`src/rtl/core/pbtc_pkg.sv`:
```
// Shared types and constants for the power button tap classifier.
package pbtc_pkg;

  // Default width of the tap age counters.
  localparam int unsigned AgeBitsDefault = 10;

  // Widths of the configuration port and of the register fields.
  localparam int unsigned CfgIdxW  = 8;
  localparam int unsigned CfgDataW = 16;
  localparam int unsigned HeldW    = 16;
  localparam int unsigned WinW     = 10;

  // Register values after reset.
  localparam logic             TapEnableRst    = 1'b0;
  localparam logic [HeldW-1:0] LongPressRst    = 16'd400;
  localparam logic [WinW-1:0]  TapWindowRst    = 10'd250;
  localparam logic             DoubleToBackRst = 1'b1;

  // Register indexes on the configuration port.
  typedef enum logic [CfgIdxW-1:0] {
    CFG_TAP_ENABLE     = 8'd0,
    CFG_LONG_PRESS_MS  = 8'd1,
    CFG_TAP_WINDOW_MS  = 8'd2,
    CFG_DOUBLE_TO_BACK = 8'd3
  } cfg_idx_e;

  // Current configuration as seen by the classifier.
  typedef struct packed {
    logic             tap_enable;
    logic [HeldW-1:0] long_press_ms;
    logic [WinW-1:0]  tap_window_ms;
    logic             double_to_back;
  } cfg_t;

  // One result item.
  typedef struct packed {
    logic confirm_fired;
    logic back_fired;
    logic double_fired;
  } res_t;

endpackage

```
`src/rtl/core/pbtc_cfg_regs.sv`:
```
// Configuration register file of the power button tap classifier.
module pbtc_cfg_regs (
  input  logic                          clk_i,
  input  logic                          rst_ni,
  input  logic                          cfg_valid_i,
  input  logic [pbtc_pkg::CfgIdxW-1:0]  cfg_index_i,
  input  logic [pbtc_pkg::CfgDataW-1:0] cfg_data_i,
  output pbtc_pkg::cfg_t                cfg_o
);

  pbtc_pkg::cfg_t cfg_q;
  pbtc_pkg::cfg_t cfg_d;

  // Decode a write; indexes beyond the list change nothing.
  always_comb begin
    cfg_d = cfg_q;
    if (cfg_valid_i) begin
      case (pbtc_pkg::cfg_idx_e'(cfg_index_i))
        pbtc_pkg::CFG_TAP_ENABLE:     cfg_d.tap_enable     = cfg_data_i[0];
        pbtc_pkg::CFG_LONG_PRESS_MS:  cfg_d.long_press_ms  = cfg_data_i[pbtc_pkg::HeldW-1:0];
        pbtc_pkg::CFG_TAP_WINDOW_MS:  cfg_d.tap_window_ms  = cfg_data_i[pbtc_pkg::WinW-1:0];
        pbtc_pkg::CFG_DOUBLE_TO_BACK: cfg_d.double_to_back = cfg_data_i[0];
        default:                      cfg_d = cfg_q;
      endcase
    end
  end

  // Registers with their reset values.
  always_ff @(posedge clk_i or negedge rst_ni) begin
    if (!rst_ni) begin
      cfg_q.tap_enable     <= pbtc_pkg::TapEnableRst;
      cfg_q.long_press_ms  <= pbtc_pkg::LongPressRst;
      cfg_q.tap_window_ms  <= pbtc_pkg::TapWindowRst;
      cfg_q.double_to_back <= pbtc_pkg::DoubleToBackRst;
    end else begin
      cfg_q <= cfg_d;
    end
  end

  assign cfg_o = cfg_q;

endmodule

```
`src/rtl/core/pbtc_step.sv`:
```
// Per-tick next-state and result logic of the power button tap classifier.
module pbtc_step #(
  parameter int unsigned AGE_BITS = pbtc_pkg::AgeBitsDefault
) (
  input  pbtc_pkg::cfg_t               cfg_i,
  input  logic                         release_edge_i,
  input  logic [pbtc_pkg::HeldW-1:0]   held_ms_i,
  input  logic                         poll_confirm_i,
  input  logic                         poll_back_i,
  input  logic                         poll_double_i,
  input  logic                         tap_pending_i,
  input  logic [AGE_BITS-1:0]          pending_age_i,
  input  logic                         double_ready_i,
  input  logic [AGE_BITS-1:0]          ready_age_i,
  input  logic                         release_taken_i,
  output logic                         tap_pending_o,
  output logic [AGE_BITS-1:0]          pending_age_o,
  output logic                         double_ready_o,
  output logic [AGE_BITS-1:0]          ready_age_o,
  output logic                         release_taken_o,
  output pbtc_pkg::res_t               res_o
);

  // Compare width covering both the window register and the age counters.
  localparam int unsigned CmpW = (AGE_BITS > pbtc_pkg::WinW) ? AGE_BITS : pbtc_pkg::WinW;
  // Largest usable window: one below the counter's all-ones value.
  localparam logic [AGE_BITS-1:0] WinLim = {{(AGE_BITS-1){1'b1}}, 1'b0};

  logic [CmpW-1:0]     win_ext;
  logic [AGE_BITS-1:0] win;
  logic [AGE_BITS-1:0] sat;
  logic [AGE_BITS-1:0] p_age;
  logic [AGE_BITS-1:0] r_age;

  // Effective window and age saturation point.
  always_comb begin
    win_ext = CmpW'(cfg_i.tap_window_ms);
    if (win_ext > CmpW'(WinLim)) begin
      win = WinLim;
    end else begin
      win = win_ext[AGE_BITS-1:0];
    end
    sat = win + AGE_BITS'(1);
  end

  // Both ages count up each tick and stop at the saturation point.
  assign p_age = (pending_age_i >= sat) ? sat : pending_age_i + AGE_BITS'(1);
  assign r_age = (ready_age_i >= sat) ? sat : ready_age_i + AGE_BITS'(1);

  // Clear all state when tap handling is off; else expiry, release handling and polls, in that order.
  always_comb begin
    tap_pending_o   = tap_pending_i;
    pending_age_o   = p_age;
    double_ready_o  = double_ready_i;
    ready_age_o     = r_age;
    release_taken_o = release_taken_i;
    res_o           = '0;
    if (!cfg_i.tap_enable) begin
      tap_pending_o   = 1'b0;
      pending_age_o   = '0;
      double_ready_o  = 1'b0;
      ready_age_o     = '0;
      release_taken_o = 1'b0;
    end else begin
      // A double tap nobody took within the window expires.
      if (double_ready_o && (r_age > win)) begin
        double_ready_o = 1'b0;
      end
      // A release edge counts once until the edge input drops again.
      if (!release_edge_i) begin
        release_taken_o = 1'b0;
      end else if (!release_taken_i) begin
        release_taken_o = 1'b1;
        if (held_ms_i >= cfg_i.long_press_ms) begin
          tap_pending_o  = 1'b0;
          double_ready_o = 1'b0;
        end else if (tap_pending_i && (p_age <= win)) begin
          tap_pending_o  = 1'b0;
          double_ready_o = 1'b1;
          ready_age_o    = '0;
        end else begin
          tap_pending_o = 1'b1;
          pending_age_o = '0;
        end
      end
      // Confirm poll takes a single tap whose window has run out.
      if (poll_confirm_i && tap_pending_o && !double_ready_o && (pending_age_o > win)) begin
        tap_pending_o       = 1'b0;
        res_o.confirm_fired = 1'b1;
      end
      // Back or double poll takes a ready double tap, per routing.
      if (poll_back_i && double_ready_o && cfg_i.double_to_back) begin
        double_ready_o   = 1'b0;
        res_o.back_fired = 1'b1;
      end
      if (poll_double_i && double_ready_o && !cfg_i.double_to_back) begin
        double_ready_o     = 1'b0;
        res_o.double_fired = 1'b1;
      end
    end
  end

endmodule

```
`src/rtl/core/power_button_tap_classifier_top.sv`:
```
// Top level of the power button tap classifier: state, result register, ports.
//
// Each input item is one millisecond tick of the power button. The block takes
// one item per clock cycle: an item is accepted whenever the result register is
// empty or its result is taken in the same cycle, and its result appears in the
// result register on the next cycle. The tap state (pending single tap, ready
// double tap, their ages and the release-edge latch) is held in flip-flops and
// updated by a single pass of compare logic at each accepted item. Configuration
// writes are taken every cycle (cfg_ready_o is always high) and should be made
// only while the block is idle. Register indexes beyond the last register are
// accepted and ignored.
module power_button_tap_classifier_top #(
  parameter int unsigned AGE_BITS = pbtc_pkg::AgeBitsDefault
) (
  input  logic                          clk_i,
  input  logic                          rst_ni,
  // Configuration write channel
  input  logic                          cfg_valid_i,
  output logic                          cfg_ready_o,
  input  logic [pbtc_pkg::CfgIdxW-1:0]  cfg_index_i,
  input  logic [pbtc_pkg::CfgDataW-1:0] cfg_data_i,
  // Input item channel
  input  logic                          in_valid_i,
  output logic                          in_ready_o,
  input  logic                          release_edge_i,
  input  logic [pbtc_pkg::HeldW-1:0]    held_ms_i,
  input  logic                          poll_confirm_i,
  input  logic                          poll_back_i,
  input  logic                          poll_double_i,
  // Result item channel
  output logic                          out_valid_o,
  input  logic                          out_ready_i,
  output logic                          confirm_fired_o,
  output logic                          back_fired_o,
  output logic                          double_fired_o
);

  pbtc_pkg::cfg_t cfg;
  pbtc_pkg::res_t res_d;
  pbtc_pkg::res_t res_q;

  logic                tap_pending_q, tap_pending_d;
  logic [AGE_BITS-1:0] pending_age_q, pending_age_d;
  logic                double_ready_q, double_ready_d;
  logic [AGE_BITS-1:0] ready_age_q, ready_age_d;
  logic                release_taken_q, release_taken_d;
  logic                out_valid_q;
  logic                in_fire;

  assign cfg_ready_o = 1'b1;

  // Configuration registers.
  pbtc_cfg_regs u_cfg_regs (
    .clk_i       (clk_i),
    .rst_ni      (rst_ni),
    .cfg_valid_i (cfg_valid_i),
    .cfg_index_i (cfg_index_i),
    .cfg_data_i  (cfg_data_i),
    .cfg_o       (cfg)
  );

  // Per-tick classification logic.
  pbtc_step #(
    .AGE_BITS (AGE_BITS)
  ) u_step (
    .cfg_i           (cfg),
    .release_edge_i  (release_edge_i),
    .held_ms_i       (held_ms_i),
    .poll_confirm_i  (poll_confirm_i),
    .poll_back_i     (poll_back_i),
    .poll_double_i   (poll_double_i),
    .tap_pending_i   (tap_pending_q),
    .pending_age_i   (pending_age_q),
    .double_ready_i  (double_ready_q),
    .ready_age_i     (ready_age_q),
    .release_taken_i (release_taken_q),
    .tap_pending_o   (tap_pending_d),
    .pending_age_o   (pending_age_d),
    .double_ready_o  (double_ready_d),
    .ready_age_o     (ready_age_d),
    .release_taken_o (release_taken_d),
    .res_o           (res_d)
  );

  // Accept an item when the result register is free or being drained.
  assign in_ready_o = !out_valid_q || out_ready_i;
  assign in_fire    = in_valid_i && in_ready_o;

  // Tap state advances once per accepted item.
  always_ff @(posedge clk_i or negedge rst_ni) begin
    if (!rst_ni) begin
      tap_pending_q   <= 1'b0;
      pending_age_q   <= '0;
      double_ready_q  <= 1'b0;
      ready_age_q     <= '0;
      release_taken_q <= 1'b0;
    end else if (in_fire) begin
      tap_pending_q   <= tap_pending_d;
      pending_age_q   <= pending_age_d;
      double_ready_q  <= double_ready_d;
      ready_age_q     <= ready_age_d;
      release_taken_q <= release_taken_d;
    end
  end

  // Result register valid flag.
  always_ff @(posedge clk_i or negedge rst_ni) begin
    if (!rst_ni) begin
      out_valid_q <= 1'b0;
    end else if (in_fire) begin
      out_valid_q <= 1'b1;
    end else if (out_ready_i) begin
      out_valid_q <= 1'b0;
    end
  end

  // Result register payload.
  always_ff @(posedge clk_i) begin
    if (in_fire) begin
      res_q <= res_d;
    end
  end

  assign out_valid_o     = out_valid_q;
  assign confirm_fired_o = res_q.confirm_fired;
  assign back_fired_o    = res_q.back_fired;
  assign double_fired_o  = res_q.double_fired;

endmodule

```
`config.mk`:
```
export PLATFORM = sky130hd
export DESIGN_NAME = power_button_tap_classifier_top
export DESIGN_NICKNAME = d
export VERILOG_FILES = /design/src/rtl/core/pbtc_pkg.sv /design/src/rtl/core/pbtc_cfg_regs.sv /design/src/rtl/core/pbtc_step.sv /design/src/rtl/core/power_button_tap_classifier_top.sv
export SDC_FILE = /design/constraint.sdc
export NUM_CORES = 1
export LEC_CHECK = 0
export BUFFER_PORTS_ARGS = -buffer_cell sky130_fd_sc_hd__buf_2
export CORE_AREA = 3 3 94 113
export CTS_CLUSTER_DIAMETER = 200
export DETAILED_ROUTE_END_ITERATION = 6
export DIE_AREA = 0 0 97 116
export PLACE_DENSITY = 0.69
export SLEW_MARGIN = 10
export SYNTH_ARGS = -nofsm -noshare
export SYNTH_HDL_FRONTEND = slang
export SYNTH_SLANG_ARGS = --single-unit
export TNS_END_PERCENT = 50
```
`constraint.sdc`:
```
create_clock -name clk_i -period 15.9 [get_ports clk_i]
set_clock_uncertainty 0.15 [all_clocks]
set_input_delay 0.795 -clock clk_i [delete_from_list [all_inputs] [get_ports clk_i]]
set_output_delay 0.795 -clock clk_i [all_outputs]
set_load 0.02 [all_outputs]
```
==> results_dict.tcl <==
set metrics [dict create \
    vias 4292 \
    rows 39 \
    crit_start "u_cfg_regs.cfg_o[5]" \
    drc 0 \
    viasPerCell 6.20 \
    worstMarginPinSlew_ns 0.990 \
    antenna_found_initial 0 \
    cp-end-kind "register" \
    met2WireLength_um 6670 \
    tns_ns 0 \
    synthesis.area_um2 4770 \
    cpMaxStageDelayCell "or4_1" \
    antenna_left 0 \
    ys_seq_area_share_pct 29.4 \
    dp_hpwl_um 10500 \
    core-area_um2 9610 \
    hold_start "release_taken_q" \
    synth_seq_cells 55 \
    fmax_mhz 117 \
    crit_required_ns 15.77 \
    slew_headroom_pct 33.5 \
    yosysTopAreaCell "dfrtp_1" \
    clk_pin_slew_ns 0.07 \
    dr.pass1.iters 5 \
    layout.nets 671 \
    cts_made_buffers 5 \
    chipWidth_um 97 \
    clkSinkCount 55 \
    fin_crit_sh_pct 54.0 \
    p_per_area_nw_per_um2 152 \
    antenna_cells 0 \
    initial_core_util_pct 49.6 \
    worstPathArrival_ns 8.46 \
    r2r_slack_ns 7.32 \
    reg2reg_depth 29 \
    syn_to_final_growth_pct 10.9 \
    synth_nets 625 \
    p_leak_nw 2.40 \
    die_height_um 116 \
    die-area_um2 11300 \
    synth.distinct_cells 76 \
    async_flop_share_pct 94.5 \
    cts_setup_buffers 0 \
    hold_violations 0 \
    slowest_delay_ns 0.62 \
    synth_top_area_share_pct 22.0 \
    ctsHoldBuffers 0 \
    worst_ir_drop_vdd_uv 62.2 \
    r2r_end "confirm_fired_o" \
    wl_per_cell_um 19.4 \
    drt_iter0_drc 305 \
    grt_max_degree 53 \
    highest_layer "met4" \
    detail_route.wirelength.met1_um 5440 \
    synthFlopType "dfrtp_1" \
    place.gp.congestion 0.902 \
    wl_met3_um 658 \
    cts.path.max_buffers 2 \
    critPathMostFrequentCell "ha_1" \
    rsz0062_at_grt "false" \
    crit_type "reg -> reg" \
    cts_tree "done" \
    grt_pass1_wl_um 21500 \
    final-setup-viol-count 0 \
    synthTopCellsByArea "dfrtp_1, ha_1, mux2_2" \
    holdPathStages 2 \
    status "finished clean" \
    fin_crit_ns 8.58 \
    drv_cap 0 \
    num_io_pins 55 \
    syn_area_per_cell_um2 9.13 \
    wl_um 13400 \
    hold_end "release_taken_q" \
    drive_above_1_share_pct 21.3 \
    path_max_fanout 23 \
    cts_resized 0 \
    ys_warn_count 0 \
    min_path_type "reg -> reg" \
    first_global_vias 4233 \
    clock_tree.root_cell "clkbuf_16" \
    start_kind "register" \
    netlist_instances 522 \
    synth-edff-count 3 \
    clock_latency_ns 0.30 \
    drv_slew 0 \
    place_ws_ns 7.45 \
    overflow 0 \
    grt.total_usage_pct 24.2 \
    fin_ws_ns 7.32 \
    portBuffers 53 \
    r2r_start "u_cfg_regs.cfg_o[5]" \
    htree_levels 2 \
]
==> per-stage QoR <==
stage / std cells / utilization [%] / instance area (um2) / hold WS, ns / power (mW)
after floorplan: 522 / - / 4770 / 0.280 / 0.569
after global placement: 684 / 53.3 / 5120 / 0.293 / 0.657
after detailed placement: 684 / 53.3 / 5120 / 0.302 / 0.669
after CTS: 692 / 55.0 / 5290 / 0.320 / 0.797
after global routing: 692 / 55.0 / 5290 / 0.346 / 0.869
final: 692 / 55.0 / 5290 / 0.333 / 0.803
==> kinds of logic (layout without fill, tap and decap cells) <==
kind of cell | count (synthesis) | in the layout | synth area share (%)
other cells | 1 | 1 | 0.0786
mux | 44 | 44 | 10.1
flops | 55 | 55 | 29.4
compound gates | 118 | 118 | 17.8
simple gates | 169 | 169 | 18.9
fa+ha+maj | 57 | 57 | 14.8
xor+xnor | 19 | 19 | 3.78
buf+inv | 59 | 106 | 5.01
==> layer usage <==
layer	GRT usage (%)	up-vias
met2	43.3	179
met4	13.5	0
met5	0	-
met1	28.1	2060
li1	-	2007
met3	3.31	46
==> synth_stat cells, drive strengths merged, types with 4 or more instances <==
cell type / instances
o21a: 5
o21ai: 20
a211oi: 6
nand4: 10
clkbuf: 10
nand2: 41
buf: 5
mux2i: 13
a21oi: 24
xnor2: 16
and2: 6
a22o: 10
nor3: 6
o311ai: 4
ha: 54
nand3: 26
or3: 7
nand2b: 10
nor2b: 14
mux2: 31
inv: 43
dfrtp: 42
or2: 6
o221ai: 5
nor2: 22
a2111oi: 5
and3: 9
a31oi: 4
a21o: 5
dfstp: 10
==> report_power, final <==
group | leakage (nW) | switching (mW) | total, mW | internal [mW]
Sequential | 0.695 | 0.0331 | 0.196 | 0.162
Combinational | 1.63 | 0.271 | 0.483 | 0.212
Clock | 0.0826 | 0.0550 | 0.124 | 0.0690
==> sequential cells by signal (all words and copies together) (netlist names) <==
signal            count
release_taken_q       1
out_valid_o           1
ready_age_q          10
double_ready_q        1
tap_pending_q         1
confirm_fired_o       1
pending_age_q        10
back_fired_o          1
u_cfg_regs.cfg_o     28
double_fired_o        1
==> critical path: cells and delay by family, from the launching register on <==
kind / cells / cell delay [ns]
adders and majority gates: 5 / 1.69
DFF: 1 / 0.60
AOI/OAI and AO/OA: 12 / 2.92
xor gates and xnor gates: 1 / 0.44
muxes: 1 / 0.31
and+or+nand+nor: 10 / 2.18
==> cell type report <==
type                            instances  area (um2)
Tap cell                              123         154
Clock inverter                          2        17.5
Clock buffer                            6         150
Multi-Input combinational cell        408        3130
Sequential cell                        55        1400
Timing Repair Buffer                   54         273
Fill cell                             869        4320
Inverter                               44         165
==> cells in the final DEF, fill, tap and decap left out, drive strengths merged, types with 4 or more instances in the layout <==
cell and count:
mux2 31, inv 44, a21o 5, nand3 26, and3 9, nor2b 14
nand2b 10, xnor2 16, dfrtp 42, nand2 41, o21ai 20, nand4 10
clkbuf 6, a22o 10, a31oi 4, nor3 6, mux2i 13, a21oi 24
dfstp 10, ha 54, o221ai 5, o21a 5, buf 54, or3 7
and2 6, nor2 22, or2 6, a211oi 6, a2111oi 5, o311ai 4
==> how the worst max path moves through the flow <==
stage	slack, ns	to
4_1_cts	7.41	confirm_fired_o
5_1_grt	6.74	confirm_fired_o
3_3_place_gp	7.82	confirm_fired_o
2_1_floorplan	8.46	confirm_fired_o
6_report	7.32	confirm_fired_o
3_5_place_dp	7.45	confirm_fired_o
No activity file was read; power rests on OpenSTA's default activity.
